--- src/rtl/imr_pkg.sv ---
// ----------------------------------------------------------------------------
// IMU mount/bias/low-pass: package
// Payload types, filter coefficients, register indexes and saturation.
// ----------------------------------------------------------------------------
package imr_pkg;

    localparam int DATA_W = 32;
    localparam int ACC_W  = 64;
    localparam int C2X_W  = 54;
    localparam int C1H_W  = 62;
    localparam int C0H_W  = 63;
    localparam int ADDR_W = 3;
    localparam int FRAC_SHIFT = 30;

    localparam int QUEUE_DEPTH_DEF = 2;

    // 1: x' = y, y' = -x, z' = z; 0: no rotation
    localparam int MOUNT_ORIENTATION = 1;

    // Q2.30, sum is exactly 2^30
    localparam logic signed [31:0] COEF_C0 = 32'sd2071735500;
    localparam logic signed [31:0] COEF_C1 = -32'sd1000494913;
    localparam logic signed [22:0] COEF_C2 = 23'sd2501237;
    localparam logic signed [ACC_W-1:0] ROUND_HALF = 64'sd536870912;

    localparam logic signed [DATA_W-1:0] Q_MAX = 32'sh7FFF_FFFF;
    localparam logic signed [DATA_W-1:0] Q_MIN = 32'sh8000_0000;

    localparam logic [ADDR_W-1:0] REG_GYRO_BIAS_X  = 3'd0;
    localparam logic [ADDR_W-1:0] REG_GYRO_BIAS_Y  = 3'd1;
    localparam logic [ADDR_W-1:0] REG_GYRO_BIAS_Z  = 3'd2;
    localparam logic [ADDR_W-1:0] REG_ACCEL_BIAS_X = 3'd3;
    localparam logic [ADDR_W-1:0] REG_ACCEL_BIAS_Y = 3'd4;
    localparam logic [ADDR_W-1:0] REG_ACCEL_BIAS_Z = 3'd5;

    typedef struct packed {
        logic signed [DATA_W-1:0] raw_gyro_x;
        logic signed [DATA_W-1:0] raw_gyro_y;
        logic signed [DATA_W-1:0] raw_gyro_z;
        logic signed [DATA_W-1:0] raw_accel_x;
        logic signed [DATA_W-1:0] raw_accel_y;
        logic signed [DATA_W-1:0] raw_accel_z;
        logic                     preload;
    } in_item_t;

    typedef struct packed {
        logic signed [DATA_W-1:0] cal_gyro_x;
        logic signed [DATA_W-1:0] cal_gyro_y;
        logic signed [DATA_W-1:0] cal_gyro_z;
        logic signed [DATA_W-1:0] cal_accel_x;
        logic signed [DATA_W-1:0] cal_accel_y;
        logic signed [DATA_W-1:0] cal_accel_z;
        logic signed [DATA_W-1:0] filt_accel_x;
        logic signed [DATA_W-1:0] filt_accel_y;
        logic signed [DATA_W-1:0] filt_accel_z;
    } out_item_t;

    typedef struct packed {
        logic signed [DATA_W-1:0] x;
        logic signed [DATA_W-1:0] y;
        logic signed [DATA_W-1:0] z;
    } triple_t;

    typedef struct packed {
        triple_t                    gyro;
        triple_t                    accel;
        logic [2:0][C2X_W-1:0]      c2x;
        logic                       preload;
    } q_entry_t;

    function automatic logic signed [DATA_W-1:0] sat34(input logic signed [33:0] v);
        logic signed [DATA_W-1:0] r;
        if (v > 34'sd2147483647)
            r = Q_MAX;
        else if (v < -34'sd2147483648)
            r = Q_MIN;
        else
            r = DATA_W'(v);
        return r;
    endfunction

    function automatic triple_t rotate_bias(input triple_t raw, input triple_t bias);
        logic signed [33:0] r0;
        logic signed [33:0] r1;
        logic signed [33:0] r2;
        triple_t res;
        if (MOUNT_ORIENTATION == 1)
        begin
            r0 = 34'(raw.y);
            r1 = -34'(raw.x);
        end
        else
        begin
            r0 = 34'(raw.x);
            r1 = 34'(raw.y);
        end
        r2 = 34'(raw.z);
        res.x = sat34(r0 + 34'(bias.x));
        res.y = sat34(r1 + 34'(bias.y));
        res.z = sat34(r2 + 34'(bias.z));
        return res;
    endfunction

endpackage

--- src/rtl/imr_queue.sv ---
// ----------------------------------------------------------------------------
// IMU mount/bias/low-pass: decoupling queue
// Small FIFO between front end and filter back end.
// ----------------------------------------------------------------------------
module imr_queue
#(
    parameter int DEPTH = imr_pkg::QUEUE_DEPTH_DEF
)
(
    input  logic               clk,
    input  logic               rst_n,
    input  logic               push_valid,
    output logic               push_ready,
    input  imr_pkg::q_entry_t  push_data,
    output logic               pop_valid,
    input  logic               pop_en,
    output imr_pkg::q_entry_t  pop_data
);
    import imr_pkg::*;

    localparam int PTR_W = (DEPTH > 1) ? $clog2(DEPTH) : 1;
    localparam int CNT_W = $clog2(DEPTH + 1);

    q_entry_t           mem_reg [DEPTH];
    logic [PTR_W-1:0]   wr_ptr_reg;
    logic [PTR_W-1:0]   rd_ptr_reg;
    logic [CNT_W-1:0]   count_reg;
    logic               do_push;
    logic               do_pop;

    assign push_ready = (count_reg != CNT_W'(DEPTH));
    assign pop_valid  = (count_reg != '0);
    assign do_push    = push_valid && push_ready;
    assign do_pop     = pop_en && pop_valid;
    assign pop_data   = mem_reg[rd_ptr_reg];

    always_ff @(posedge clk or negedge rst_n)
    begin
        if (!rst_n)
        begin
            wr_ptr_reg <= '0;
            rd_ptr_reg <= '0;
            count_reg  <= '0;
        end
        else
        begin
            if (do_push)
                wr_ptr_reg <= (wr_ptr_reg == PTR_W'(DEPTH - 1)) ? '0 : wr_ptr_reg + PTR_W'(1);
            if (do_pop)
                rd_ptr_reg <= (rd_ptr_reg == PTR_W'(DEPTH - 1)) ? '0 : rd_ptr_reg + PTR_W'(1);
            if (do_push && !do_pop)
                count_reg <= count_reg + CNT_W'(1);
            else if (do_pop && !do_push)
                count_reg <= count_reg - CNT_W'(1);
        end
    end

    always_ff @(posedge clk)
    begin
        if (do_push)
            mem_reg[wr_ptr_reg] <= push_data;
    end

endmodule

--- config.mk ---
export PLATFORM = sky130hd
export DESIGN_NAME = imr_queue
export DESIGN_NICKNAME = d
export VERILOG_FILES = /design/src/rtl/imr_pkg.sv /design/src/rtl/imr_queue.sv
export SDC_FILE = /design/constraint.sdc
export NUM_CORES = 1
export LEC_CHECK = 0
export ABC_AREA = 1
export BUFFER_PORTS_ARGS = -buffer_cell sky130_fd_sc_hd__clkbuf_2
export CAP_MARGIN = 30
export CORE_MARGIN = 10
export CORE_UTILIZATION = 34
export CTS_CLUSTER_DIAMETER = 60
export DETAILED_ROUTE_END_ITERATION = 16
export GPL_TIMING_DRIVEN = 0
export PLACE_DENSITY_LB_ADDON = 0.3
export SKIP_LAST_GASP = 1
export SLEW_MARGIN = 25
export SYNTH_ARGS = -nofsm -noshare
export SYNTH_HDL_FRONTEND = slang
export SYNTH_SLANG_ARGS = --single-unit
--- constraint.sdc ---
create_clock -name clk -period 16.3 [get_ports clk]
set_input_delay 1.63 -clock clk [delete_from_list [all_inputs] [get_ports clk]]
set_output_delay 1.63 -clock clk [all_outputs]
set_load 0.05 [all_outputs]
; ---- Word-level counts from Yosys, hierarchy flattened
; Memories as Yosys holds them, arrays and structs flattened.
; Index checks and enable logic that the tools add are counted.
[word_totals]
register_bits = 4
ram_bits = 710
in_bits = 359
out_inout_bits = 357
wordCells = 23
mem_count = 1
[op_classes]
n_addsub = 4
eq_ne = 1
n_mux = 6
n_reduce_logical = 8
[mem_list]
columns = memory, depth, word_bits, rd, rd_ports_with_merged_regs, wr, line_no
row1 = mem_reg, 2, 355, 1, 0, 1, imr_queue.sv:24  ; q_entry_t mem_reg [DEPTH];
[ops]
columns = cell, n
row1 = $logic_and 1x1->1, 4
row2 = $mux 1, 4
row3 = $mux 2, 2
row4 = $reduce_bool 2->1, 2
row5 = $add 1x1->1 const B, 2
row6 = $add 2x1->2 const B, 1
row7 = $logic_not 1->1, 2
row8 = $ne 2x2->1 const B, 1
row9 = $sub 2x1->2 const B, 1

; ---- Logic depth before layout (Yosys ltp)
[logic_depth]
depth_word = 6
ltp_mapped = 10
mapped_depth_nobuf = 10

; ---- Worst setup path after synthesis
; Ideal clock, no wire load.
[synth_path]
kind = input to register
startpoint = input port push_valid
endpoint = memory mem_reg[0][0] (netlist bit) (enable)
setup_ps = 1081
arrival_ps = 16467
required_ps = 15219
setup_slack_ps = -1249
stages = 2
path_buffers = 0
path_cell_list = nand2_1 nor2_1
[synth_via]
elab_chain_len = 3
[synth_lines]
columns = item, line_no
row1 = start: declaration, imr_queue.sv:12  ; input logic push_valid,
row2 = $logic_and 1x1->1, imr_queue.sv:33  ; assign do_push = push_valid && push_ready;
row3 = $mux 1, imr_queue.sv:60  ; if (do_push)
row4 = $mux 1 (implied by the code), imr_queue.sv:61  ; mem_reg[wr_ptr_reg] <= push_data;
row5 = end: declaration, imr_queue.sv:24
; Every way passes these cells.

==> results_dict.tcl <==
set metrics [dict create \
    status "finished, final reports clean" \
    cp_data_required_time_ns 14.67 \
    worst_setup_path_start_kind "register" \
    path_class "reg -> out" \
    area_growth_syn_to_layout_pct 32.6 \
    cts.clk_slew.worst_paths_ns 0.06 \
    die_y_um 297 \
    synth_warnings 0 \
    drive_above_1_share_pct 34.1 \
    cts-root-buf "clkbuf_16" \
    crit_fanout 10 \
    cts_tree "yes" \
    hold_viol 0 \
    final_nets 3077 \
    syn_nets 2243 \
    syn_area_mm2 0.0261 \
    grt_pass1_vias 17800 \
    cts_setup_buffers 0 \
    post_cts_resized 0 \
    gp_congestion 0.906 \
    power_mw 8.11 \
    dp_slack_ns 12.11 \
    drcViolationCount 0 \
    fp.dieW_um 297 \
    fin_worst_skew_ns 0.0294 \
    fp-row-count 101 \
    antenna_found_initial 26 \
    io_buffers 715 \
    critPathMaxStageDelay_ns 0.45 \
    design.core.area_mm2 0.0761 \
    period_share_pct 25.7 \
    largest_register_ff_count 710 \
    cts_max_level 3 \
    setup_violations 0 \
    nFillCells 6894 \
    worst_slack_ns 12.11 \
    grt_max_degree 26 \
    path_cells "buf_6, buf_4, buf_2, nand2_1, nand2_1, clkbuf_2" \
    min_path_cells 1 \
    cts_num_sinks 714 \
    final_cell_mix "nand2_1 (1075), clkbuf_2 (715), edfxtp_1 (710)" \
    drtPass1Iterations 5 \
    worstHoldPathType "reg -> reg" \
    synth-seq-cells 714 \
    holdPathEnd "count_reg[0]$_DFFE_PN0P_" \
    cts_buffer_depth 3 \
    mostFrequentLayoutCell "nand2_1" \
    timing.final.crit_period_ns 4.19 \
    synth_seq_area_share_pct 82.0 \
    vias_per_cell 4.43 \
    hpwlAfterDp_um 59700 \
    finalMaxSlewViolations 0 \
    vdd_drop_max_uv 146 \
    syn-instance-count 1883 \
    p_leak_nw 14.9 \
    rsz0062_at_grt "false" \
    hold_start "count_reg[0]$_DFFE_PN0P_" \
    drtIter0Drc 1061 \
    numCtsBuffers 80 \
    antenna_left 0 \
    fmax_mhz 238 \
    end_kind "output port" \
    postCtsHoldBufs 0 \
    grt_use_total_pct 17.0 \
    critPathMostFrequentCell "nand2_1" \
    vias 17000 \
    routedWlPerCell_um 20.3 \
    r2r_slack_ns 13.27 \
    worstPathArrival_ns 2.56 \
    synth_cell_type_count 14 \
    regToRegEndpoint "mem_reg[1][202]$_DFFE_PP_" \
    synth.avg_cell_area_um2 13.9 \
    relSlewSlack_pct 60.9 \
    clock_latency_ns 0.62 \
    regToRegStartpoint "count_reg[0]$_DFFE_PN0P_" \
    wirelength_um 77600 \
    io_pins 716 \
    slowest_stage "buf_2" \
    worst_slew_pin_slew_ns 0.585 \
    grt_pass1_wl_um 113000 \
    die_area_mm2 0.0884 \
    drv_cap 0 \
    start_util_pct 34.4 \
    rr_worst_depth 11 \
    grt-ovfl-total 0 \
    power.density_mw_per_mm2 234 \
]
[cell type report]
cell class / instances / area, um^2 / area share [%]
Tap cell: 1030 / 1290 / 3.72
Timing Repair Buffer: 752 / 4520 / 13.1
Inverter: 7 / 28.8 / 0.0831
Clock inverter: 47 / 510 / 1.47
Antenna cell: 17 / 42.5 / 0.123
Buffer: 79 / 597 / 1.72
Multi-Input combinational cell: 1083 / 4100 / 11.8
Sequential cell: 714 / 21400 / 61.8
Clock buffer: 97 / 2130 / 6.15
[worst max path at each step]
stage / from / endpoint / slack [ns] / depth (start not counted)
after floorplan: push_valid / mem_reg[0][0]$_DFFE_PP_ / -1.25 / 2
final: rd_ptr_reg$_DFFE_PN0P_ / pop_data[36] / 12.11 / 6
after global routing: rd_ptr_reg$_DFFE_PN0P_ / pop_data[36] / 11.84 / 6
after CTS: rd_ptr_reg$_DFFE_PN0P_ / pop_data[36] / 11.93 / 6
after detailed placement: push_valid / mem_reg[1][225]$_DFFE_PP_ / 12.11 / 10
after global placement: push_valid / mem_reg[1][225]$_DFFE_PP_ / -9.56 / 3
[power breakdown]
group	internal [mW]	leakage, nW	total, mW	switching [mW]
logic	0.793	6.99	3.75	2.96
registers	2.50	6.65	2.59	0.0873
clock network	1.06	1.29	1.78	0.715
[critical path: cells and delay by family (launching register included)]
kind / cells / cell delay, ns
AND/OR/NAND/NOR: 2 / 0.36
flip-flops: 1 / 0.34
buffers and inverters: 4 / 1.23
[cell families (layout without fill, tap and decap cells)]
| kind of cell | Yosys count | in the layout | share of synthesized area [%] |
|---|---|---|---|
| other | 0 | 17 | 0 |
| and+or+nand+nor | 1080 | 1080 | 15.5 |
| adders and majority gates | 1 | 1 | 0.0479 |
| xor gates and xnor gates | 2 | 2 | 0.0670 |
| DFF | 714 | 714 | 82.0 |
| buffers and inverters | 86 | 982 | 2.39 |
[cell usage after synthesis]
cell	n	area share [%]
xor2_1	1	0.034
buf_2	36	0.69
ha_1	1	0.048
nand4_1	1	0.024
xnor2_1	1	0.034
nor2_1	2	0.029
edfxtp_1	710	82
nand2_1	1075	15
inv_4	1	0.024
inv_1	6	0.086
nand3_1	2	0.038
buf_4	18	0.52
buf_6	25	1.1
dfrtp_1	4	0.38
[metal layers]
metal / track usage, % / vias to the layer above / wire, um
met5: 0 / - / 98
met4: 7.57 / 16 / 2750
met3: 6.49 / 150 / 7050
met2: 30.3 / 622 / 40200
met1: 17.7 / 8057 / 27500
li1: - / 8108 / -
[per-stage QoR]
| stage | cell area (um^2) | utilization (%) | std cells | setup TNS, ns | hold WS, ns |
|---|---|---|---|---|---|
| 2_1_floorplan | 26100 | - | 1883 | -886.47 | 0.462 |
| 3_3_place_gp | 31000 | 40.8 | 3628 | -6731.72 | 0.480 |
| 3_5_place_dp | 32000 | 42.0 | 3665 | 0 | 0.502 |
| 4_1_cts | 34600 | 45.5 | 3809 | 0 | 0.515 |
| 5_1_grt | 34600 | 45.5 | 3825 | 0 | 0.546 |
| 6_report | 34600 | 45.5 | 3826 | 0 | 0.520 |
Note: power is estimated with default switching activity, not from simulation.
