File: config.mk
export PLATFORM = sky130hd
export DESIGN_NAME = imr_front
export DESIGN_NICKNAME = d
export VERILOG_FILES = /design/src/rtl/imr_pkg.sv /design/src/rtl/imr_front.sv
export SDC_FILE = /design/constraint.sdc
export NUM_CORES = 2
export LEC_CHECK = 0
export ABC_CLOCK_PERIOD_IN_PS = 12150
export BUFFER_PORTS_ARGS = -buffer_cell sky130_fd_sc_hd__buf_2
export CORE_ASPECT_RATIO = 1.75
export CORE_UTILIZATION = 51
export DETAILED_ROUTE_END_ITERATION = 12
export PLACE_DENSITY_LB_ADDON = 0.05
export SYNTH_ARGS = -nofsm -noshare
export SYNTH_HDL_FRONTEND = slang
export SYNTH_SLANG_ARGS = --single-unit
File: constraint.sdc
create_clock -name clk -period 12.15 [get_ports clk]
set_clock_uncertainty 0.05 [all_clocks]
set_input_delay 1.215 -clock clk [delete_from_list [all_inputs] [get_ports clk]]
set_output_delay 1.215 -clock clk [all_outputs]
set_load 0.005 [all_outputs]
File: src/rtl/imr_pkg.sv
// ----------------------------------------------------------------------------
// IMU mount/bias/low-pass: package
// Payload types, filter coefficients, register indexes and saturation.
// ----------------------------------------------------------------------------
package imr_pkg;

    localparam int DATA_W = 32;
    localparam int ACC_W  = 64;
    localparam int C2X_W  = 54;
    localparam int C1H_W  = 62;
    localparam int C0H_W  = 63;
    localparam int ADDR_W = 3;
    localparam int FRAC_SHIFT = 30;

    localparam int QUEUE_DEPTH_DEF = 2;

    // 1: x' = y, y' = -x, z' = z; 0: no rotation
    localparam int MOUNT_ORIENTATION = 1;

    // Q2.30, sum is exactly 2^30
    localparam logic signed [31:0] COEF_C0 = 32'sd2071735500;
    localparam logic signed [31:0] COEF_C1 = -32'sd1000494913;
    localparam logic signed [22:0] COEF_C2 = 23'sd2501237;
    localparam logic signed [ACC_W-1:0] ROUND_HALF = 64'sd536870912;

    localparam logic signed [DATA_W-1:0] Q_MAX = 32'sh7FFF_FFFF;
    localparam logic signed [DATA_W-1:0] Q_MIN = 32'sh8000_0000;

    localparam logic [ADDR_W-1:0] REG_GYRO_BIAS_X  = 3'd0;
    localparam logic [ADDR_W-1:0] REG_GYRO_BIAS_Y  = 3'd1;
    localparam logic [ADDR_W-1:0] REG_GYRO_BIAS_Z  = 3'd2;
    localparam logic [ADDR_W-1:0] REG_ACCEL_BIAS_X = 3'd3;
    localparam logic [ADDR_W-1:0] REG_ACCEL_BIAS_Y = 3'd4;
    localparam logic [ADDR_W-1:0] REG_ACCEL_BIAS_Z = 3'd5;

    typedef struct packed {
        logic signed [DATA_W-1:0] raw_gyro_x;
        logic signed [DATA_W-1:0] raw_gyro_y;
        logic signed [DATA_W-1:0] raw_gyro_z;
        logic signed [DATA_W-1:0] raw_accel_x;
        logic signed [DATA_W-1:0] raw_accel_y;
        logic signed [DATA_W-1:0] raw_accel_z;
        logic                     preload;
    } in_item_t;

    typedef struct packed {
        logic signed [DATA_W-1:0] cal_gyro_x;
        logic signed [DATA_W-1:0] cal_gyro_y;
        logic signed [DATA_W-1:0] cal_gyro_z;
        logic signed [DATA_W-1:0] cal_accel_x;
        logic signed [DATA_W-1:0] cal_accel_y;
        logic signed [DATA_W-1:0] cal_accel_z;
        logic signed [DATA_W-1:0] filt_accel_x;
        logic signed [DATA_W-1:0] filt_accel_y;
        logic signed [DATA_W-1:0] filt_accel_z;
    } out_item_t;

    typedef struct packed {
        logic signed [DATA_W-1:0] x;
        logic signed [DATA_W-1:0] y;
        logic signed [DATA_W-1:0] z;
    } triple_t;

    typedef struct packed {
        triple_t                    gyro;
        triple_t                    accel;
        logic [2:0][C2X_W-1:0]      c2x;
        logic                       preload;
    } q_entry_t;

    function automatic logic signed [DATA_W-1:0] sat34(input logic signed [33:0] v);
        logic signed [DATA_W-1:0] r;
        if (v > 34'sd2147483647)
            r = Q_MAX;
        else if (v < -34'sd2147483648)
            r = Q_MIN;
        else
            r = DATA_W'(v);
        return r;
    endfunction

    function automatic triple_t rotate_bias(input triple_t raw, input triple_t bias);
        logic signed [33:0] r0;
        logic signed [33:0] r1;
        logic signed [33:0] r2;
        triple_t res;
        if (MOUNT_ORIENTATION == 1)
        begin
            r0 = 34'(raw.y);
            r1 = -34'(raw.x);
        end
        else
        begin
            r0 = 34'(raw.x);
            r1 = 34'(raw.y);
        end
        r2 = 34'(raw.z);
        res.x = sat34(r0 + 34'(bias.x));
        res.y = sat34(r1 + 34'(bias.y));
        res.z = sat34(r2 + 34'(bias.z));
        return res;
    endfunction

endpackage

File: src/rtl/imr_front.sv
// ----------------------------------------------------------------------------
// IMU mount/bias/low-pass: front end
// Bias registers, rotation and bias add, then the feed-forward filter product.
// ----------------------------------------------------------------------------
module imr_front
(
    input  logic                         clk,
    input  logic                         rst_n,
    input  logic                         cfg_we,
    input  logic [imr_pkg::ADDR_W-1:0]   cfg_addr,
    input  logic [imr_pkg::DATA_W-1:0]   cfg_wdata,
    input  logic                         in_valid,
    output logic                         in_stall,
    input  imr_pkg::in_item_t            in_data,
    output logic                         push_valid,
    input  logic                         push_ready,
    output imr_pkg::q_entry_t            push_data
);
    import imr_pkg::*;

    triple_t  gyro_bias_reg;
    triple_t  accel_bias_reg;

    logic     a_valid_reg;
    triple_t  a_gyro_reg;
    triple_t  a_accel_reg;
    logic     a_preload_reg;

    logic     b_valid_reg;
    q_entry_t b_entry_reg;
    q_entry_t b_entry_next;

    logic     a_take;
    logic     b_take;
    triple_t  raw_gyro;
    triple_t  raw_accel;

    always_ff @(posedge clk or negedge rst_n)
    begin
        if (!rst_n)
        begin
            gyro_bias_reg  <= '0;
            accel_bias_reg <= '0;
        end
        else if (cfg_we)
        begin
            case (cfg_addr)
                REG_GYRO_BIAS_X:  gyro_bias_reg.x  <= cfg_wdata;
                REG_GYRO_BIAS_Y:  gyro_bias_reg.y  <= cfg_wdata;
                REG_GYRO_BIAS_Z:  gyro_bias_reg.z  <= cfg_wdata;
                REG_ACCEL_BIAS_X: accel_bias_reg.x <= cfg_wdata;
                REG_ACCEL_BIAS_Y: accel_bias_reg.y <= cfg_wdata;
                REG_ACCEL_BIAS_Z: accel_bias_reg.z <= cfg_wdata;
                default:          ;
            endcase
        end
    end

    assign b_take   = !b_valid_reg || push_ready;
    assign a_take   = !a_valid_reg || b_take;
    assign in_stall = !a_take;

    assign raw_gyro.x  = in_data.raw_gyro_x;
    assign raw_gyro.y  = in_data.raw_gyro_y;
    assign raw_gyro.z  = in_data.raw_gyro_z;
    assign raw_accel.x = in_data.raw_accel_x;
    assign raw_accel.y = in_data.raw_accel_y;
    assign raw_accel.z = in_data.raw_accel_z;

    always_comb
    begin
        b_entry_next.gyro    = a_gyro_reg;
        b_entry_next.accel   = a_accel_reg;
        b_entry_next.preload = a_preload_reg;
        b_entry_next.c2x[0]  = C2X_W'(COEF_C2) * C2X_W'(a_accel_reg.x);
        b_entry_next.c2x[1]  = C2X_W'(COEF_C2) * C2X_W'(a_accel_reg.y);
        b_entry_next.c2x[2]  = C2X_W'(COEF_C2) * C2X_W'(a_accel_reg.z);
    end

    always_ff @(posedge clk or negedge rst_n)
    begin
        if (!rst_n)
        begin
            a_valid_reg <= 1'b0;
            b_valid_reg <= 1'b0;
        end
        else
        begin
            if (a_take)
                a_valid_reg <= in_valid;
            if (b_take)
                b_valid_reg <= a_valid_reg;
        end
    end

    always_ff @(posedge clk)
    begin
        if (a_take && in_valid)
        begin
            a_gyro_reg    <= rotate_bias(raw_gyro, gyro_bias_reg);
            a_accel_reg   <= rotate_bias(raw_accel, accel_bias_reg);
            a_preload_reg <= in_data.preload;
        end
        if (b_take && a_valid_reg)
            b_entry_reg <= b_entry_next;
    end

    assign push_valid = b_valid_reg;
    assign push_data  = b_entry_reg;

endmodule

======== Yosys cells after proc, flatten, opt, wreduce, memory -nomap -nowiden ========
Cells that the tools add are included.
operators by class
  magnitude comparators ................... 12
  reduce and logical (&&, ||, !) cells .... 14
  add/subtract/negate cells ............... 8
  eq/ne operators ......................... 5
  mux-type cells .......................... 10
  multipliers ............................. 3
operator list
  kind                      number
  $mux W32                  6
  $mul A23 B32 Y54 const A  3
  $add A34 B32 Y34          4
  $gt A34 B32 Y1 const B    4
  $lt A34 B32 Y1 const B    4
  $mux W34                  4
  $neg A32 Y34              2
  $add A32 B32 Y33          2
  $gt A33 B32 Y1 const B    2
  $lt A33 B32 Y1 const B    2
  $reduce_and A2 Y1         6
  $eq A3 B2 Y1 const B      2
  $eq A3 B3 Y1 const B      2
  $eq A3 B1 Y1 const B      1
  $logic_not A1 Y1          3
  $logic_not A3 Y1          1
  $logic_and A1 B1 Y1       2
  $logic_or A1 B1 Y1        2
word-level totals
  word-level logic and storage cells ...... 77
  output and inout bits ................... 357
  register bits after elaboration ......... 742

======== Logic depth before layout (Yosys ltp) ========
  depth in word-level cells ............... 8
  gate-level depth with buffers ........... 26
  depth with buffers taken out ............ 25

======== Worst setup path before layout ========
Ideal clock, no wire load.
  kind .................................... input port to flip-flop
  start point ............................. input push_ready
  end point ............................... register b_entry_reg (netlist bit push_data[0]) (enable)
  arrival time ............................ 9189 ps
  stages .................................. 2
  path slack .............................. 2155 ps
  required time ........................... 11345 ps
  library setup time ...................... 755 ps
  path buffers ............................ 0
  cell sequence ........................... nand2b_1 > and2_1
between the ends
  cells in the longest elaborated chain, start to end .. 2
ends and longest elaborated chain
  element               line              source
  from (decl)           imr_front.sv:16   input logic push_ready,
  $logic_or A1 B1 Y1    imr_front.sv:59   assign b_take = !b_valid_reg || push_ready;
  $logic_and A1 B1 Y1   imr_front.sv:104  if (b_take && a_valid_reg)
  to (signal assigned)  imr_front.sv:105  b_entry_reg <= b_entry_next;
  to (decl)             imr_front.sv:30   q_entry_t b_entry_reg;
No other way between the ends.
A chain may end at the register's enable or synchronous reset.

==> flow_summary.json <==
{
  "status": "finished, final reports clean",
  "synth-edff-count": 542,
  "core.rowCount": 183,
  "hpwl_microns": 180000,
  "postCtsSetupRepairBufs": 0,
  "antenna_found_initial": 85,
  "max_freq_mhz": 134,
  "max_cap_violations": 0,
  "drc": 0,
  "startpoint_type": "register",
  "area_delta_synth_final_pct": 10.7,
  "route.detailed.wl_per_inst_microns": 24.1,
  "dr.pass1.iters": 8,
  "first_global_vias": 54300,
  "grt_max_degree": 138,
  "tightest_slew_ps": 1190,
  "period_needed_ps": 7490,
  "drt_iter0_drc": 2716,
  "drive_gt1_frac": 0.140,
  "ant_nets": 0,
  "clk_latency_ps": 720,
  "initial_core_util": 0.516,
  "yosysUniqueCellTypes": 89,
  "cts_resized": 0,
  "cts_hold_buf": 0,
  "maxSlewHeadroom": 0.208,
  "fin_crit_sh": 0.616,
  "yosys.area.top_type": "fa_1",
  "syn-num-nets": 8562,
  "grt-ovfl-total": 0,
  "grt_pass1_wl_microns": 326000,
  "finalSetupViolCount": 0,
  "cts.sinks": 736,
  "synth_ff_type": "edfxtp_1",
  "fin_util": 0.571,
  "synth_seq_cells": 736,
  "rsz0062_at_grt": "no",
  "dpl_cell_area_sq_um": 78400,
  "die_x_microns": 289,
  "die_area_sq_um": 146000,
  "multi_input_area_sq_um": 48100,
  "root_buffer": "clkbuf_16",
  "io_pins": 590,
  "synth.area.top_cells": "fa_1 (23%), edfxtp_1 (22%), ha_1 (18%), dfrtp_1 (6.6%), inv_1 (5.1%)",
  "numCtsBuffers": 79,
  "die_h_microns": 504,
  "finalInstanceArea_sq_um": 81300,
  "final_nets": 9125,
  "worst_ep_arrival_time_ps": 7910,
  "clk_path_buf_depth": 3,
  "clk_pin_slew_worst_paths_ps": 70,
  "critical_path_class": "register to register",
  "min_path_cells": 0,
  "ys_warn_count": 0,
  "syn_area_sq_um": 73400,
  "avgSynthCellArea_sq_um": 11.4,
  "synthCells": 6449,
  "gr-usage-all-layers": 0.302,
  "cts_tree": "done",
  "drv_slew": 0,
  "rr_worst_depth": 20,
  "largest_register_ffs": 349,
  "portBuffers": 589,
  "worst_ep_required_time_ps": 12570,
  "fin_setup_tns_ps": 0,
  "path_max_fanout": 8,
  "hold_viol_final": 0,
  "regArea_sq_um": 21100,
  "hp-class": "register to register",
  "coreArea_sq_um": 142000,
  "synth.top_cell.area_share": 0.229,
  "wl_microns": 216000,
  "cts_max_level": 3,
  "nFillCells": 12300,
  "synth-seq-area-share": 0.288,
  "async_flop_share": 0.264,
  "endpoint_kind": "register",
  "gp_congestion": 0.941,
  "vias_per_cell": 5.67,
  "vias": 50700
}
area by class of cell:
cell class	instances	share of cell area
inverters	990	0.0457
multi-input cells	4587	0.592
clock buffers	103	0.0271
flip-flops and latches	736	0.260
clock inverters	43	0.00696
diodes	26	0.000801
well taps	1850	0.0285
repair buffers	618	0.0394
layout by cell type, fill, tap and decap left out, types with 42 or more instances in the layout:
cell       instances
inv_1            989
nor3_1            63
nand3_1           72
o21ai_1           92
nor2b_1           54
fa_1             839
dfrtp_1          194
xor2_1           165
nand2_1          190
nand2b_1          77
a31oi_1           64
o21a_1            42
mux2_2           192
edfxtp_1         542
ha_1            1041
o21ai_0          230
clkbuf_16         81
a21o_1           229
xnor2_1          257
a21oi_1          338
buf_2            588
nor2_1           170
worst paths after layout:
check	startpoint	end	slack [ps]
setup reg to reg	a_accel_reg[82]	push_data[50]	4660
max in group asynchronous	rst_n	accel_bias_reg[30]	10220
min in group asynchronous	rst_n	gyro_bias_reg[63]	470
hold reg to reg	a_gyro_reg[88]	push_data[347]	360
setup / recovery	a_accel_reg[82]	push_data[50]	4660
hold / removal	a_gyro_reg[88]	push_data[347]	360
cells by family (layout without fill, tap and decap cells):
family,Yosys count,after routing,synth area share
buf+inv,1126,1754,0.0586
other cells,0,26,0
simple gates,820,820,0.0570
fa+ha+maj,1886,1886,0.407
mux,217,217,0.0328
xor+xnor,423,423,0.0505
compound gates,1241,1241,0.106
flops,736,736,0.288
through the flow:
stage,setup WS (ps),hold slack [ps],cells
6_report,4660,360,8953
2_1_floorplan,2160,350,6449
5_1_grt,4300,365,8936
3_5_place_dp,4670,355,8781
3_3_place_gp,4780,351,8781
4_1_cts,4650,364,8927
per-layer routing:
| layer | GRT usage | part of all wire | wire, microns | up-vias |
|---|---|---|---|---|
| li1 | - | - | - | 23400 |
| met2 | 0.536 | 0.52 | 111000 | 1337 |
| met5 | 0 | 0.0026 | 567 | - |
| met4 | 0.121 | 0.043 | 9190 | 92 |
| met1 | 0.354 | 0.38 | 81100 | 25500 |
| met3 | 0.0590 | 0.064 | 13800 | 438 |
synth_stat cells, drive strengths merged (26+ instances only):
| cell type | instances |
|---|---|
| a211oi | 41 |
| inv | 989 |
| nand3 | 72 |
| nand2b | 77 |
| nor3 | 66 |
| nand4 | 39 |
| dfrtp | 194 |
| edfxtp | 542 |
| and3 | 38 |
| nand2 | 190 |
| fa | 839 |
| clkbuf | 110 |
| buf | 26 |
| xnor2 | 258 |
| o21ai | 322 |
| xor2 | 165 |
| nor2b | 54 |
| mux2 | 192 |
| ha | 1041 |
| o21a | 42 |
| a31oi | 64 |
| a21oi | 340 |
| o21bai | 39 |
| nor2 | 170 |
| a21o | 229 |
critical path: stages, from the launching register on:
cell and delay (ps):
edfxtp_1 740, ha_1 370, ha_1 320, fa_1 490
fa_1 520, fa_1 470, fa_1 510, inv_1 50
fa_1 520, inv_1 50, ha_1 330, and3_1 180
a221oi_1 360, o221ai_1 190, a31oi_1 410, o21ai_1 250
a41oi_1 570, o21ai_1 280, a21oi_1 300, o21ai_1 130
xor2_1 150
Power is not shown: default switching activity piles up to over one toggle a cycle in this logic, so the estimate is an artifact.
